File: src/rtl/lrupr_pkg.sv
`default_nettype none

package lrupr_pkg;

    localparam int FRAMES_DEF    = 8;
    localparam int PAGE_BITS_DEF = 16;
    localparam int CFG_W         = 4;
    localparam logic [CFG_W-1:0] CFG_RESET = 4'd8;
    localparam int FAULT_W       = 32;
    localparam int RANK_W        = 8;
    localparam logic [RANK_W-1:0] RANK_CAP = 8'hFF;

    typedef enum logic [1:0] {
        ST_IDLE,
        ST_SCAN,
        ST_DRAIN,
        ST_COMMIT
    } t_state;

    typedef struct packed {
        logic load;
        logic scan;
        logic commit;
    } t_cmd;

    typedef struct packed {
        logic scan_last;
        logic out_free;
    } t_status;

endpackage

`default_nettype wire

File: src/rtl/lrupr_ctrl.sv
`default_nettype none

module lrupr_ctrl (
    input  wire logic             i_clk,
    input  wire logic             i_rst_n,
    input  wire logic             i_in_valid,
    output logic                  o_in_ready,
    input  wire lrupr_pkg::t_status i_status,
    output lrupr_pkg::t_cmd       o_cmd
);
    import lrupr_pkg::*;

    t_state r_state;
    t_state n_state;

    always_ff @(posedge i_clk) begin
        if (!i_rst_n) begin
            r_state <= ST_IDLE;
        end else begin
            r_state <= n_state;
        end
    end

    always_comb begin
        n_state = r_state;
        case (r_state)
            ST_IDLE: begin
                if (i_in_valid) n_state = ST_SCAN;
            end
            ST_SCAN: begin
                if (i_status.scan_last) n_state = ST_DRAIN;
            end
            ST_DRAIN: begin
                n_state = ST_COMMIT;
            end
            ST_COMMIT: begin
                if (i_status.out_free) n_state = ST_IDLE;
            end
            default: begin
                n_state = ST_IDLE;
            end
        endcase
    end

    always_comb begin
        o_in_ready   = 1'b0;
        o_cmd.load   = 1'b0;
        o_cmd.scan   = 1'b0;
        o_cmd.commit = 1'b0;
        case (r_state)
            ST_IDLE: begin
                o_in_ready = i_rst_n;
                o_cmd.load = i_in_valid && i_rst_n;
            end
            ST_SCAN: begin
                o_cmd.scan = 1'b1;
            end
            ST_DRAIN: begin
            end
            ST_COMMIT: begin
                o_cmd.commit = i_status.out_free;
            end
            default: begin
            end
        endcase
    end

endmodule

`default_nettype wire

File: src/rtl/lrupr_datapath.sv
`default_nettype none

module lrupr_datapath #(
    parameter int FRAMES    = lrupr_pkg::FRAMES_DEF,
    parameter int PAGE_BITS = lrupr_pkg::PAGE_BITS_DEF,
    parameter int SLOT_W    = (FRAMES > 1) ? $clog2(FRAMES) : 1,
    parameter int M_TDATA_W = ((SLOT_W + PAGE_BITS + lrupr_pkg::FAULT_W + 7) / 8) * 8
) (
    input  wire logic                          i_clk,
    input  wire logic                          i_rst_n,
    input  wire logic                          i_cfg_valid,
    input  wire logic [lrupr_pkg::CFG_W-1:0]   i_cfg_data,
    input  wire logic [PAGE_BITS-1:0]          i_page,
    input  wire logic                          i_last,
    input  wire lrupr_pkg::t_cmd               i_cmd,
    output lrupr_pkg::t_status                 o_status,
    output logic                               o_m_valid,
    input  wire logic                          i_m_ready,
    output logic [M_TDATA_W-1:0]               o_m_data,
    output logic [1:0]                         o_m_user,
    output logic                               o_m_last
);
    import lrupr_pkg::*;

    localparam int CNT_W = $clog2(FRAMES + 1);
    localparam logic [RANK_W:0] LIMIT_MISS = {1'b1, {RANK_W{1'b0}}};

    logic [CFG_W-1:0]     r_frames_in_use;
    logic [PAGE_BITS-1:0] r_in_page;
    logic                 r_in_last;
    logic [SLOT_W-1:0]    r_idx;

    logic                 r_p_vld;
    logic [SLOT_W-1:0]    r_p_idx;
    logic [PAGE_BITS-1:0] r_p_page;
    logic [RANK_W-1:0]    r_p_rank;

    logic                 r_hit;
    logic [SLOT_W-1:0]    r_hit_slot;
    logic [RANK_W-1:0]    r_hit_rank;
    logic                 r_found;
    logic [SLOT_W-1:0]    r_best_idx;
    logic [RANK_W-1:0]    r_best_rank;
    logic [PAGE_BITS-1:0] r_best_page;

    logic [CNT_W-1:0]     r_filled;
    logic [FAULT_W-1:0]   r_fault;
    logic [RANK_W-1:0]    r_rank [FRAMES];
    logic [RANK_W-1:0]    n_rank [FRAMES];
    logic [PAGE_BITS-1:0] mem_page [FRAMES];

    logic                 r_out_valid;
    logic                 r_out_fault;
    logic [SLOT_W-1:0]    r_out_slot;
    logic                 r_out_evict;
    logic [PAGE_BITS-1:0] r_out_evpage;
    logic [FAULT_W-1:0]   r_out_count;
    logic                 r_out_last;

    logic [CNT_W-1:0]     w_n;
    logic                 w_p_valid;
    logic                 w_fill;
    logic [SLOT_W-1:0]    w_slot;
    logic [RANK_W:0]      w_limit;
    logic                 w_evict;
    logic [FAULT_W-1:0]   w_fault_next;

    always_comb begin
        if (r_frames_in_use == '0) begin
            w_n = CNT_W'(1);
        end else if (int'(r_frames_in_use) > FRAMES) begin
            w_n = CNT_W'(FRAMES);
        end else begin
            w_n = CNT_W'(r_frames_in_use);
        end
    end

    assign o_status.scan_last = (CNT_W'(CNT_W'(r_idx) + CNT_W'(1)) == w_n);
    assign o_status.out_free  = !r_out_valid || i_m_ready;

    always_ff @(posedge i_clk) begin
        if (!i_rst_n) begin
            r_frames_in_use <= CFG_RESET;
        end else if (i_cfg_valid) begin
            r_frames_in_use <= i_cfg_data;
        end
    end

    always_ff @(posedge i_clk) begin
        if (i_cmd.load) begin
            r_in_page <= i_page;
            r_in_last <= i_last;
        end
        if (i_cmd.load) begin
            r_idx <= '0;
        end else if (i_cmd.scan) begin
            r_idx <= SLOT_W'(r_idx + 1'b1);
        end
    end

    always_ff @(posedge i_clk) begin
        if (i_cmd.scan) begin
            r_p_page <= mem_page[r_idx];
        end
        if (i_cmd.commit && !r_hit) begin
            mem_page[w_slot] <= r_in_page;
        end
    end

    always_ff @(posedge i_clk) begin
        r_p_idx  <= r_idx;
        r_p_rank <= r_rank[r_idx];
    end

    always_ff @(posedge i_clk) begin
        if (!i_rst_n) begin
            r_p_vld <= 1'b0;
        end else begin
            r_p_vld <= i_cmd.scan;
        end
    end

    assign w_p_valid = r_p_vld && (CNT_W'(r_p_idx) < r_filled);

    always_ff @(posedge i_clk) begin
        if (i_cmd.load) begin
            r_hit   <= 1'b0;
            r_found <= 1'b0;
        end else if (w_p_valid) begin
            if (!r_hit && (r_p_page == r_in_page)) begin
                r_hit      <= 1'b1;
                r_hit_slot <= r_p_idx;
                r_hit_rank <= r_p_rank;
            end
            if (!r_found || (r_p_rank > r_best_rank)) begin
                r_found     <= 1'b1;
                r_best_idx  <= r_p_idx;
                r_best_rank <= r_p_rank;
                r_best_page <= r_p_page;
            end
        end
    end

    assign w_fill  = !r_hit && (r_filled < w_n);
    assign w_evict = !r_hit && !w_fill && r_found;
    assign w_limit = r_hit ? {1'b0, r_hit_rank} : LIMIT_MISS;

    always_comb begin
        if (r_hit) begin
            w_slot = r_hit_slot;
        end else if (w_fill) begin
            w_slot = SLOT_W'(r_filled);
        end else begin
            w_slot = r_best_idx;
        end
    end

    assign w_fault_next = (!r_hit && (r_fault != '1)) ? FAULT_W'(r_fault + 1'b1) : r_fault;

    always_comb begin
        for (int i = 0; i < FRAMES; i++) begin
            n_rank[i] = r_rank[i];
            if (SLOT_W'(i) == w_slot) begin
                n_rank[i] = '0;
            end else if ((CNT_W'(i) < w_n) && (CNT_W'(i) < r_filled) &&
                         ({1'b0, r_rank[i]} < w_limit) && (r_rank[i] != RANK_CAP)) begin
                n_rank[i] = RANK_W'(r_rank[i] + 1'b1);
            end
        end
    end

    always_ff @(posedge i_clk) begin
        if (!i_rst_n) begin
            r_filled <= '0;
            r_fault  <= '0;
            for (int i = 0; i < FRAMES; i++) begin
                r_rank[i] <= '0;
            end
        end else if (i_cmd.commit) begin
            if (r_in_last) begin
                r_filled <= '0;
                r_fault  <= '0;
                for (int i = 0; i < FRAMES; i++) begin
                    r_rank[i] <= '0;
                end
            end else begin
                r_filled <= w_fill ? CNT_W'(r_filled + 1'b1) : r_filled;
                r_fault  <= w_fault_next;
                for (int i = 0; i < FRAMES; i++) begin
                    r_rank[i] <= n_rank[i];
                end
            end
        end
    end

    always_ff @(posedge i_clk) begin
        if (!i_rst_n) begin
            r_out_valid <= 1'b0;
        end else if (i_cmd.commit) begin
            r_out_valid <= 1'b1;
        end else if (i_m_ready) begin
            r_out_valid <= 1'b0;
        end
    end

    always_ff @(posedge i_clk) begin
        if (i_cmd.commit) begin
            r_out_fault  <= !r_hit;
            r_out_slot   <= w_slot;
            r_out_evict  <= w_evict;
            r_out_evpage <= w_evict ? r_best_page : '0;
            r_out_count  <= w_fault_next;
            r_out_last   <= r_in_last;
        end
    end

    assign o_m_valid = r_out_valid;
    assign o_m_data  = M_TDATA_W'({r_out_count, r_out_evpage, r_out_slot});
    assign o_m_user  = {r_out_evict, r_out_fault};
    assign o_m_last  = r_out_last;

endmodule

`default_nettype wire

File: src/rtl/lru_page_replacement_unit.sv
// An accepted beat is loaded, then the frame scan reads one frame per cycle over the frames
// managed (FRAMES_MANAGED, the clamped frames_in_use value), then a drain state passes.
// The result is committed to the output register once that register is free; the next beat
// is taken only after that commit; the result waits there while the next beat is taken in.
// Reset is synchronous and active low; it empties all frames, clears the fault count
// and sets frames_in_use to eight. No clearing pass follows reset.
`default_nettype none

module lru_page_replacement_unit #(
    parameter int FRAMES    = lrupr_pkg::FRAMES_DEF,
    parameter int PAGE_BITS = lrupr_pkg::PAGE_BITS_DEF,
    parameter int SLOT_W    = (FRAMES > 1) ? $clog2(FRAMES) : 1,
    parameter int S_TDATA_W = ((PAGE_BITS + 7) / 8) * 8,
    parameter int M_TDATA_W = ((SLOT_W + PAGE_BITS + lrupr_pkg::FAULT_W + 7) / 8) * 8
) (
    input  wire logic                        i_clk,
    input  wire logic                        i_rst_n,
    input  wire logic                        i_cfg_valid,
    output logic                             o_cfg_ready,
    input  wire logic [lrupr_pkg::CFG_W-1:0] i_cfg_data,
    input  wire logic                        s_axis_tvalid,
    output logic                             s_axis_tready,
    // page_number
    input  wire logic [S_TDATA_W-1:0]        s_axis_tdata,
    input  wire logic                        s_axis_tlast,
    output logic                             m_axis_tvalid,
    input  wire logic                        m_axis_tready,
    // slot_used, evicted_page, fault_count
    output logic [M_TDATA_W-1:0]             m_axis_tdata,
    // page_fault, evicted_valid
    output logic [1:0]                       m_axis_tuser,
    output logic                             m_axis_tlast
);
    import lrupr_pkg::*;

    t_cmd    w_cmd;
    t_status w_status;

    assign o_cfg_ready = i_rst_n;

    lrupr_ctrl u_ctrl (
        .i_clk      (i_clk),
        .i_rst_n    (i_rst_n),
        .i_in_valid (s_axis_tvalid),
        .o_in_ready (s_axis_tready),
        .i_status   (w_status),
        .o_cmd      (w_cmd)
    );

    lrupr_datapath #(
        .FRAMES    (FRAMES),
        .PAGE_BITS (PAGE_BITS),
        .SLOT_W    (SLOT_W),
        .M_TDATA_W (M_TDATA_W)
    ) u_datapath (
        .i_clk       (i_clk),
        .i_rst_n     (i_rst_n),
        .i_cfg_valid (i_cfg_valid),
        .i_cfg_data  (i_cfg_data),
        .i_page      (s_axis_tdata[PAGE_BITS-1:0]),
        .i_last      (s_axis_tlast),
        .i_cmd       (w_cmd),
        .o_status    (w_status),
        .o_m_valid   (m_axis_tvalid),
        .i_m_ready   (m_axis_tready),
        .o_m_data    (m_axis_tdata),
        .o_m_user    (m_axis_tuser),
        .o_m_last    (m_axis_tlast)
    );

endmodule

`default_nettype wire

File: config.mk
export PLATFORM = sky130hd
export DESIGN_NAME = lru_page_replacement_unit
export DESIGN_NICKNAME = d
export VERILOG_FILES = /design/src/rtl/lrupr_pkg.sv /design/src/rtl/lrupr_ctrl.sv /design/src/rtl/lrupr_datapath.sv /design/src/rtl/lru_page_replacement_unit.sv
export SDC_FILE = /design/constraint.sdc
export NUM_CORES = 1
export LEC_CHECK = 0
export ABC_AREA = 1
export BUFFER_PORTS_ARGS = -buffer_cell sky130_fd_sc_hd__buf_2
export CAP_MARGIN = 5
export CORE_MARGIN = 5
export CORE_UTILIZATION = 66
export CTS_BUF_LIST = sky130_fd_sc_hd__clkbuf_16
export DETAILED_ROUTE_END_ITERATION = 8
export PLACE_DENSITY_LB_ADDON = 0.3
export SLEW_MARGIN = 20
export SYNTH_ARGS = -nofsm -noshare
export SYNTH_HDL_FRONTEND = slang
export SYNTH_SLANG_ARGS = --single-unit
File: constraint.sdc
create_clock -name i_clk -period 5.85 [get_ports i_clk]
set_clock_uncertainty 0.05 [all_clocks]
set_input_delay 0.2925 -clock i_clk [delete_from_list [all_inputs] [get_ports i_clk]]
set_output_delay 0.2925 -clock i_clk [all_outputs]
set_load 0.02 [all_outputs]
# ---- Yosys cells after proc, flatten, opt, wreduce, memory -nomap -nowiden
# Memory sizes are Yosys's and may differ from the RTL's. A register that Yosys moved wholly into a read port is not among the register bits.
# Cells that the tools add are included.
dict set report totals {
  out_inout_bits 62
  ff_bits 161
  n_memories 2
  wordCells 217
  ramBits 192
}
# memory words word_bits rd rd_clocked_by_memory_dff write_ports line
set memory_table {}
lappend memory_table {u_datapath.mem_page 8 16 1 1 1 lrupr_datapath.sv:50} ;# logic [PAGE_BITS-1:0] mem_page [FRAMES];
lappend memory_table {u_datapath.r_rank 8 8 9 1 8 lrupr_datapath.sv:48} ;# logic [RANK_W-1:0] r_rank [FRAMES];
dict set report classes {
  reduce_logical 49
  bitwise_logic 17
  addsub 12
  n_eq_ne 24
  n_mux 62
  magnitude_cmp 28
}
# op n
set ops {}
lappend ops {{2-to-1 mux 8 bit} 32}
lappend ops {{< comparator 8 x 9 -> 1 bit} 8}
lappend ops {{adder 8 x 1 -> 8 bit, second input constant} 8}
lappend ops {{2-to-1 mux 32 bit} 2}
lappend ops {{!= test 8 bit, second input constant} 8}
lappend ops {{adder 32 x 1 -> 32 bit, second input constant} 1}
lappend ops {{logical AND 1 bit} 32}
lappend ops {{< comparator 3 x 4 -> 1 bit, first input constant} 8}
lappend ops {{!= test 32 bit, second input constant} 1}
lappend ops {{2-to-1 mux 1 bit} 17}
lappend ops {{equality test 16 bit} 1}
lappend ops {{< comparator 1 x 4 -> 1 bit, first input constant} 4}
lappend ops {{< comparator 2 x 4 -> 1 bit, first input constant} 4}
lappend ops {{2-to-1 mux 4 bit} 4}
lappend ops {{bitwise OR 1 bit} 16}
lappend ops {{equality test 3 bit, first input constant} 4}
lappend ops {{2-to-1 mux 9 bit} 1}
lappend ops {{AND reduction 3 bit} 3}
lappend ops {{> comparator 8 bit} 1}
lappend ops {{case mux 2 bit (4 select lines)} 1}
lappend ops {{equality test 2 x 3 -> 1 bit, first input constant} 2}
lappend ops {{2-to-1 mux 2 bit} 3}
lappend ops {{2-to-1 mux 3 bit} 2}
lappend ops {{AND reduction 2 bit} 3}
lappend ops {{19 further kinds} 26}

# ---- Logic depth before layout (Yosys ltp)
# Gate-level depths: netlist of run 1.
dict set report depth {
  word_depth 10
  mapped_depth 17
  mapped_depth_nobuf 17
}

# ---- Cells and area by module
# A second synthesis of run 1 with hierarchy kept.
dict set report unflattened {
  cells_unflattened 1698
  hier_area_um2 17775.8
}
# mod cells_each n_inst area_each_um2 seq_area_each_um2
set by_module_without_submodules {}
lappend by_module_without_submodules {lrupr_datapath 1668 1 17535.6 10600.2}
lappend by_module_without_submodules {lrupr_ctrl 29 1 232.7 40.0}
lappend by_module_without_submodules {lru_page_replacement_unit 1 1 7.5 0.0}

# ---- Worst setup path before layout of run 1
# No wires, ideal clock.
dict set report synth_path {
  path_type {flip-flop to flip-flop}
  from {register u_ctrl.r_state[0]}
  to {register u_datapath.r_best_idx[0], enable pin}
  path_stages_with_launch 8
  path_slack_ns 1.996
  t_arrival_ns 3.352
  setup_ns 0.453
  path_cell_list {dfxtp_1 inv_1 ha_1 nand2_1 inv_1 nand2_1 inv_1 a211oi_1}
}
# element line
set synth_rtl {}
lappend synth_rtl {{start: declaration} lrupr_ctrl.sv:13} ;# t_state r_state;
lappend synth_rtl {{start signal: assignment} lrupr_ctrl.sv:20} ;# r_state <= n_state;
lappend synth_rtl {{end signal: assignment} lrupr_datapath.sv:137} ;# r_best_idx <= r_p_idx;
lappend synth_rtl {{end: declaration} lrupr_datapath.sv:42} ;# logic [SLOT_W-1:0] r_best_idx;

==> results of run 1 <==
## worst paths after layout
check	end	slack (ps)	start
max	u_datapath.r_rank[0][5]	2030	u_ctrl.r_state[0]
min	u_datapath.r_frames_in_use[0]	20	i_cfg_data[0]
max reg2reg	u_datapath.r_rank[0][5]	2030	u_ctrl.r_state[0]
min reg2reg	u_datapath.r_best_rank[6]	410	u_datapath.r_p_rank[6]
## worst max-delay path, delay by kind of cell (launching register included)
kind                     cells  cell delay, ps
flip-flops                   1             370
AND/OR/NAND/NOR              9            2700
adder cells (fa/ha/maj)      1             210
buffers and inverters        2             360
## power by group through the flow
| stage | Sequential [mW] | Clock (mW) | Combinational [mW] |
|---|---|---|---|
| final | 3.56 | 2.31 | 1.66 |
| after detailed placement | 3.60 | 0 | 1.61 |
| after global placement | 3.59 | 0 | 1.54 |
| after floorplan | 3.53 | 0 | 1.14 |
| after CTS | 3.55 | 2.32 | 1.64 |
| after global routing | 3.59 | 2.44 | 1.83 |
## metrics by stage
stage | setup WS (ps) | power (mW) | cell area (sq um) | cells
3_3_place_gp | 1950 | 5.13 | 18800 | 2176
3_5_place_dp | 1810 | 5.22 | 18800 | 2176
6_report | 2030 | 7.53 | 20200 | 2264
4_1_cts | 1800 | 7.52 | 20200 | 2264
5_1_grt | 1840 | 7.86 | 20200 | 2264
2_1_floorplan | 2000 | 4.67 | 18100 | 1801
## synthesized netlist by cell type (all sizes together), types with 3 or more instances
library cell and count:
nand4 26, clkbuf 44, ha 87, o22ai 19
o21ai 140, o21a 7, nand3 50, buf 23
o211ai 6, edfxtp 309, nor2 293, inv 166
nor3b 13, nor4 8, a21oi 115, nand2 261
a21o 3, a31oi 30, xnor2 19, or2 8
nor3 31, dfxtp 68, xor2 55
## kinds of logic after synthesis
kind of cell    Yosys count  synth area share (%)
fa+ha+maj                87                  6.01
flops                   377                  58.7
compound gates          332                  10.2
buf+inv                 235                  5.28
other cells               1                0.0207
simple gates            691                  16.3
xor+xnor                 74                  3.58
## per-layer routing
layer / routed length (microns) / vias to the layer above / track usage, %
li1: - / 6390 / -
met1: 17800 / 6390 / 38.4
met2: 20800 / 751 / 46.3
met3: 4220 / 105 / 4.99
met4: 1240 / 0 / 8.58
met5: 0 / - / 0
## sequential cells by signal, indices dropped and copies added, names as in the netlist, 16 cells and up
| name | count |
|---|---|
| u_datapath.r_in_page | 16 |
| u_datapath.r_best_page | 16 |
| u_datapath.r_p_page | 16 |
| u_datapath.r_fault | 32 |
| u_datapath.r_out_count | 32 |
| u_datapath.mem_page | 128 |
| u_datapath.r_out_evpage | 16 |
| u_datapath.r_rank | 64 |
## final cells by class
cell class	count	area [sq um]	share of cell area (%)
Clock buffer	38	951	4.71
Clock inverter	31	220	1.09
Inverter	168	631	3.12
Multi-Input combinational cell	1189	6570	32.5
Sequential cell	377	10600	52.7
Tap cell	341	427	2.11
Timing Repair Buffer	120	743	3.68
==> PnR_summary.wiki, run 1 <==
{| class="wikitable"
! Metric !! Value
|-
| Run status || finished, final reports clean
|-
| Number of top-level design ports || 88
|-
| Worst slew margin || 22.7%
|-
| Mapped Avg Cell Area || 10.1 sq um
|-
| Delay contributed by the slowest stage of the critical path || 890 ps
|-
| Number of gates given a new drive strength after cts || 0
|-
| Gate power share || 22.0%
|-
| Setup TNS || 0 ps
|-
| Commonest non-fill, non-tap cell in the layout || sky130_fd_sc_hd__edfxtp_1
|-
| Path class of the lowest-slack min-delay path || in2reg
|-
| Number of vias after detailed routing || 13600
|-
| Cell with the largest stage delay on the worst path || sky130_fd_sc_hd__nor2_2
|-
| Total leakage power || 7.71 nW
|-
| Flops & latches, synth || 377
|-
| Library cells used by synthesis || 49
|-
| Share of final-layout standard cells stronger than drive strength 1 || 10.4%
|-
| Most frequent cells in the layout || sky130_fd_sc_hd__edfxtp_1 (309), sky130_fd_sc_hd__nor2_1 (290), sky130_fd_sc_hd__nand2_1 (248), sky130_fd_sc_hd__inv_1 (166), sky130_fd_sc_hd__o21ai_0 (136)
|-
| Number of synthesized flops with an enable pin || 309
|-
| Worst Tran Pin Value || 1160 ps
|-
| Clock Sinks || 377
|-
| Starting utilization of the core area || 67.1%
|-
| Dominant cell type by area after synthesis || sky130_fd_sc_hd__edfxtp_1
|-
| Row count || 60
|-
| Most area-consuming cells after synthesis || sky130_fd_sc_hd__edfxtp_1 (51%), sky130_fd_sc_hd__dfxtp_1 (7.5%), sky130_fd_sc_hd__ha_1 (6.0%)
|-
| Clock tree from TritonCTS || built
|-
| Startpoint types || register
|-
| Sum of overflow across all layers after global routing || 0
|-
| Synthesis warning total || 0
|-
| Maximum fanout encountered on the critical timing path || 29
|-
| Routed len/inst || 19.5 microns
|-
| Number of buffers inserted by post-CTS setup repair || 0
|-
| Cell-internal power || 5.12 mW
|-
| Seq pwr share || 47.3%
|-
| Largest net degree at the start of global routing || 102
|-
| Cell Chain, Critical Path || ha_1, nand2_2, nor2_4, inv_2, nor2_2, inv_2, nor2_1, nand2_2, nand2_1, nand2_1, nand2_1, nor2_1
|-
| RSZ-0062 raised after global routing || no
|-
| Worst IR drop on VDD || 0.000293 V
|-
| Clk root buf || sky130_fd_sc_hd__clkbuf_16
|-
| Top cell type's share of synthesized area || 51.2%
|-
| Worst reg2reg path depth || 12
|-
| Count of max-cap constraint violations || 0
|-
| Antenna diode count || 0
|-
| Post-route core utilization || 74.7%
|-
| Achievable Freq || 262 MHz
|-
| Count of input and output buffers || 82
|-
| Total routing resource utilization after global routing || 28.0%
|-
| Final critical path time including I/O delays and setup || 3820 ps
|-
| Number of slew-limit violations in the final report || 0
|-
| Latest clock arrival within the worst-skew pair || 530 ps
|-
| Die Wd || 176 microns
|-
| Area of the die || 30900 sq um
|-
| HPWL after detailed placement || 28700 microns
|-
| Post-CTS Hold Buffers || 19
|-
| Maximum number of buffers from clock root to sink || 3
|-
| Setup violators final || 0
|-
| GPL Wtd Cong || 0.961
|-
| Switching power of the nets || 2.40 mW
|-
| Worst EP arrival || 4180 ps
|-
| Clock transition time at the flip-flop clock pins of the worst setup and hold paths || 60 ps
|-
| Detailed-route DRC error count || 0
|-
| Cell occurring most often along the worst timing path || sky130_fd_sc_hd__nand2_1
|-
| Vias in the first global route || 13100
|-
| Netlist Area Pre-Place || 18100 sq um
|-
| Fraction of power spent switching nets || 31.9%
|-
| Number of vias per cell after detailed routing || 6.02
|-
| Total iterations of the first detailed-routing run || 7
|-
| Total length of routed wires || 44000 microns
|-
| Worst endpoint required time || 6220 ps
|-
| Async S/R FF share, synth || 0%
|-
| Final antenna-violating net count || 0
|-
| Antenna violations before repair || 0
|-
| Top_reg_cell synth || sky130_fd_sc_hd__edfxtp_1
|-
| Type of the worst setup path || reg2reg
|-
| Number of buffers added by the clock tree synthesis step || 38
|-
| Share of total power in the clock network || 30.6%
|-
| Cell count after synthesis || 1797
|-
| Height of the die || 176 microns
|-
| Floorplan core area || 27000 sq um
|-
| First-pass GRT wire length || 68700 microns
|-
| Fin crit share || 65.2%
|-
| Final net count || 2007
|-
| CP endpoint kind || register
|-
| Area added between synthesis and finish || 11.3%
|-
| Fraction of the yosys area taken by sequential cells || 58.7%
|-
| Final Hold Slack || 15.3 ps
|-
| Filler Cell Count || 1840
|-
| Number of hold-slack violations in the final timing report || 0
|-
| Cell depth of the worst hold path || 3
|-
| H-tree Lvls || 2
|-
| Power per cell area || 373 nW/um^2
|-
| Iteration-0 DRC count of the detailed router || 1739
|}
No activity file was read; power rests on OpenSTA's default activity.
==> run 2: changes to the inputs <==
CORE_UTILIZATION = 56   (was 66)
clock period = 3.49 ns   (was 5.85 ns; I/O delays follow)
==> run 2 against run 1 <==
  * Critical path depth up 1
  * Total power up 72%
  * First-iteration DRC count down 31%
  * Sequential share of layout area down 0.96 points
==> PnR_summary.wiki, run 2 (synthesis gave the netlist of run 1 again) <==
{| class="wikitable"
! Metric !! Value
|-
| Flip-flop count of the largest register, all copies and words added || 128
|-
| Run status || finished, final reports clean
|-
| Fin crit share || 88.3%
|-
| RR Startpoint || u_datapath.r_frames_in_use[2]
|-
| Antenna violations before repair || 0
|-
| Vias in the first global route || 12800
|-
| Startpoint types || register
|-
| Number of placed cells counting well taps || 2250
|-
| Share of final-layout standard cells stronger than drive strength 1 || 11.4%
|-
| Clock tree from TritonCTS || built
|-
| Routing usage on met1 || 32.5%
|-
| Commonest non-fill, non-tap cell in the layout || sky130_fd_sc_hd__edfxtp_1
|-
| Worst endpoint required time || 3650 ps
|-
| Number of hold-slack violations in the final timing report || 0
|-
| Height of the die || 190 microns
|-
| First-pass GRT wire length || 68200 microns
|-
| Setup ws final || 410 ps
|-
| Die Wd || 190 microns
|-
| Most heavily used metal layer in global routing || met2
|-
| Path class of the lowest-slack min-delay path || in2reg
|-
| Power per cell area || 628 nW/um^2
|-
| Top flop regs || u_datapath.mem_page (128), u_datapath.r_rank (64)
|-
| Maximum fanout encountered on the critical timing path || 9
|-
| Count of input and output buffers || 82
|-
| Global Route met3 Usage || 4.13%
|-
| Cell depth of the worst hold path || 2
|-
| Area added between synthesis and finish || 13.4%
|-
| Number of gates given a new drive strength after cts || 0
|-
| Number of buffers added by the clock tree synthesis step || 39
|-
| GPL Wtd Cong || 0.966
|-
| Worst IR drop on VDD || 0.000363 V
|-
| Terminating pin of the worst hold path || u_datapath.r_in_page[6]
|-
| Worst Tran Pin Value || 982 ps
|-
| Number of top-level design ports || 88
|-
| Final antenna-violating net count || 0
|-
| Clk root buf || sky130_fd_sc_hd__clkbuf_16
|-
| Achievable Freq || 325 MHz
|-
| H-tree Lvls || 2
|-
| Clock transition time at the flip-flop clock pins of the worst setup and hold paths || 60 ps
|-
| Total iterations of the first detailed-routing run || 5
|-
| Most frequent cells in the layout || sky130_fd_sc_hd__edfxtp_1 (309), sky130_fd_sc_hd__nor2_1 (290), sky130_fd_sc_hd__nand2_1 (249), sky130_fd_sc_hd__inv_1 (168), sky130_fd_sc_hd__o21ai_0 (136)
|-
| Setup violators final || 0
|-
| HPWL after detailed placement || 29500 microns
|-
| Worst slack, placed || 481 ps
|-
| Worst slew margin || 34.1%
|-
| Final critical path time including I/O delays and setup || 3080 ps
|-
| Antenna diode count || 0
|-
| Type of the worst setup path || reg2reg
|-
| Starting utilization of the core area || 57.1%
|-
| Area of the die || 36100 sq um
|-
| Register with the most flip-flops || u_datapath.mem_page
|-
| Row count || 65
|-
| Total routing resource utilization after global routing || 23.8%
|-
| Total length of routed wires || 43000 microns
|-
| Worst EP arrival || 3240 ps
|-
| Final standard cell count with taps included and fillers excluded || 2350
|-
| Detailed-route DRC error count || 0
|-
| Iteration-0 DRC count of the detailed router || 1205
|-
| Worst min-delay path startpoint || s_axis_tdata[6]
|-
| Final net count || 2030
|-
| Setup TNS || 0 ps
|-
| Number of vias after detailed routing || 13300
|-
| Clock Sinks || 377
|-
| Number of slew-limit violations in the final report || 0
|-
| Setup slack of the worst register-to-register path || 410 ps
|-
| Latest clock arrival within the worst-skew pair || 550 ps
|-
| Worst reg2reg path depth || 13
|-
| Met2 GRT Util || 39.2%
|-
| FF-to-FF End || u_datapath.r_rank[6][4]
|-
| Largest net degree at the start of global routing || 101
|-
| RSZ-0062 raised after global routing || no
|-
| Placed instance area || 19000 sq um
|-
| CP endpoint kind || register
|-
| Floorplan core area || 31700 sq um
|-
| Final std cell area, no fill || 20600 sq um
|-
| Number of vias per cell after detailed routing || 5.68
|-
| Count of max-cap constraint violations || 0
|-
| Sum of overflow across all layers after global routing || 0
|-
| Routed len/inst || 18.3 microns
|-
| Maximum number of buffers from clock root to sink || 3
|-
| Total leakage power || 7.88 nW
|}
==> run 2: changes by cell type in the layout (fill, tap and decap cells not counted), moves of 2 or more <==
cell / delta
sky130_fd_sc_hd__clkinv_1: -10
sky130_fd_sc_hd__inv_16: +2
sky130_fd_sc_hd__clkinv_4: +2
sky130_fd_sc_hd__inv_1: +2
sky130_fd_sc_hd__dlygate4sd3_1: +9
sky130_fd_sc_hd__clkinv_2: +5
sky130_fd_sc_hd__buf_4: +12
==> run 2: per-stage QoR <==
stage / power, mW / util, % / hold slack, ps
final: 12.9 / 64.8 / 293
after global routing: 13.5 / 64.8 / 282
after CTS: 12.9 / 64.8 / 268
after detailed placement: 8.81 / 59.9 / 303
after global placement: 8.72 / 59.9 / 302
after floorplan: 7.83 / - / 223
==> run 2: per-layer routing <==
| metal | wire length, microns | share of wire, % |
|---|---|---|
| met5 | 0 | 0 |
| met3 | 3240 | 7.5 |
| met4 | 1210 | 2.8 |
| met1 | 18100 | 42 |
| met2 | 20500 | 48 |
==> run 2: worst max-delay path by stage <==
stage / endpoint / depth (start not counted) / startpoint / slack, ps
floorplan: u_datapath.mem_page[0][0] / 6 / u_ctrl.r_state[0] / 80
global placement: u_datapath.r_rank[1][0] / 13 / u_datapath.r_hit / 560
detailed placement: u_datapath.r_rank[2][6] / 10 / u_datapath.r_hit / 480
CTS: u_datapath.r_rank[2][0] / 10 / u_datapath.r_hit / 460
global route: u_datapath.r_rank[6][2] / 13 / u_datapath.r_frames_in_use[2] / 170
finish: u_datapath.r_rank[6][4] / 13 / u_datapath.r_frames_in_use[2] / 410
==> run 2: layout make-up <==
| cell class | count | area (sq um) |
|---|---|---|
| clock buffers | 39 | 976 |
| clock inverters | 33 | 294 |
| fillers | 2420 | 11200 |
| inverters | 168 | 631 |
| multi-input cells | 1189 | 6560 |
| flip-flops and latches | 377 | 10600 |
| well taps | 402 | 503 |
| repair buffers | 142 | 943 |
==> run 2: where the power goes <==
| part | switching (mW) | total [mW] | internal, mW |
|---|---|---|---|
| registers | 0.429 | 5.94 | 5.51 |
| logic | 1.93 | 2.86 | 0.932 |
| clock network | 1.75 | 4.11 | 2.36 |
| total | 4.11 | 12.9 | 8.81 |
==> run 2: what timing repair did <==
action / 4_1_cts / 5_1_grt
hold buffers: 28 / 0
endpoints found under the hold margin: 27 / 0
setup buffers: 0 / 0
==> run 2: critical path, cell delays in order, from the launching register on <==
cell	delay, ps
sky130_fd_sc_hd__dfxtp_1	390
sky130_fd_sc_hd__inv_1	100
sky130_fd_sc_hd__nor2_1	180
sky130_fd_sc_hd__inv_1	70
sky130_fd_sc_hd__ha_1	200
sky130_fd_sc_hd__a21oi_1	300
sky130_fd_sc_hd__nand4_1	170
sky130_fd_sc_hd__nand3_1	250
sky130_fd_sc_hd__inv_1	160
sky130_fd_sc_hd__nor2_1	150
sky130_fd_sc_hd__nand2_1	110
sky130_fd_sc_hd__nand2_2	190
sky130_fd_sc_hd__o21ai_0	120
sky130_fd_sc_hd__inv_1	290
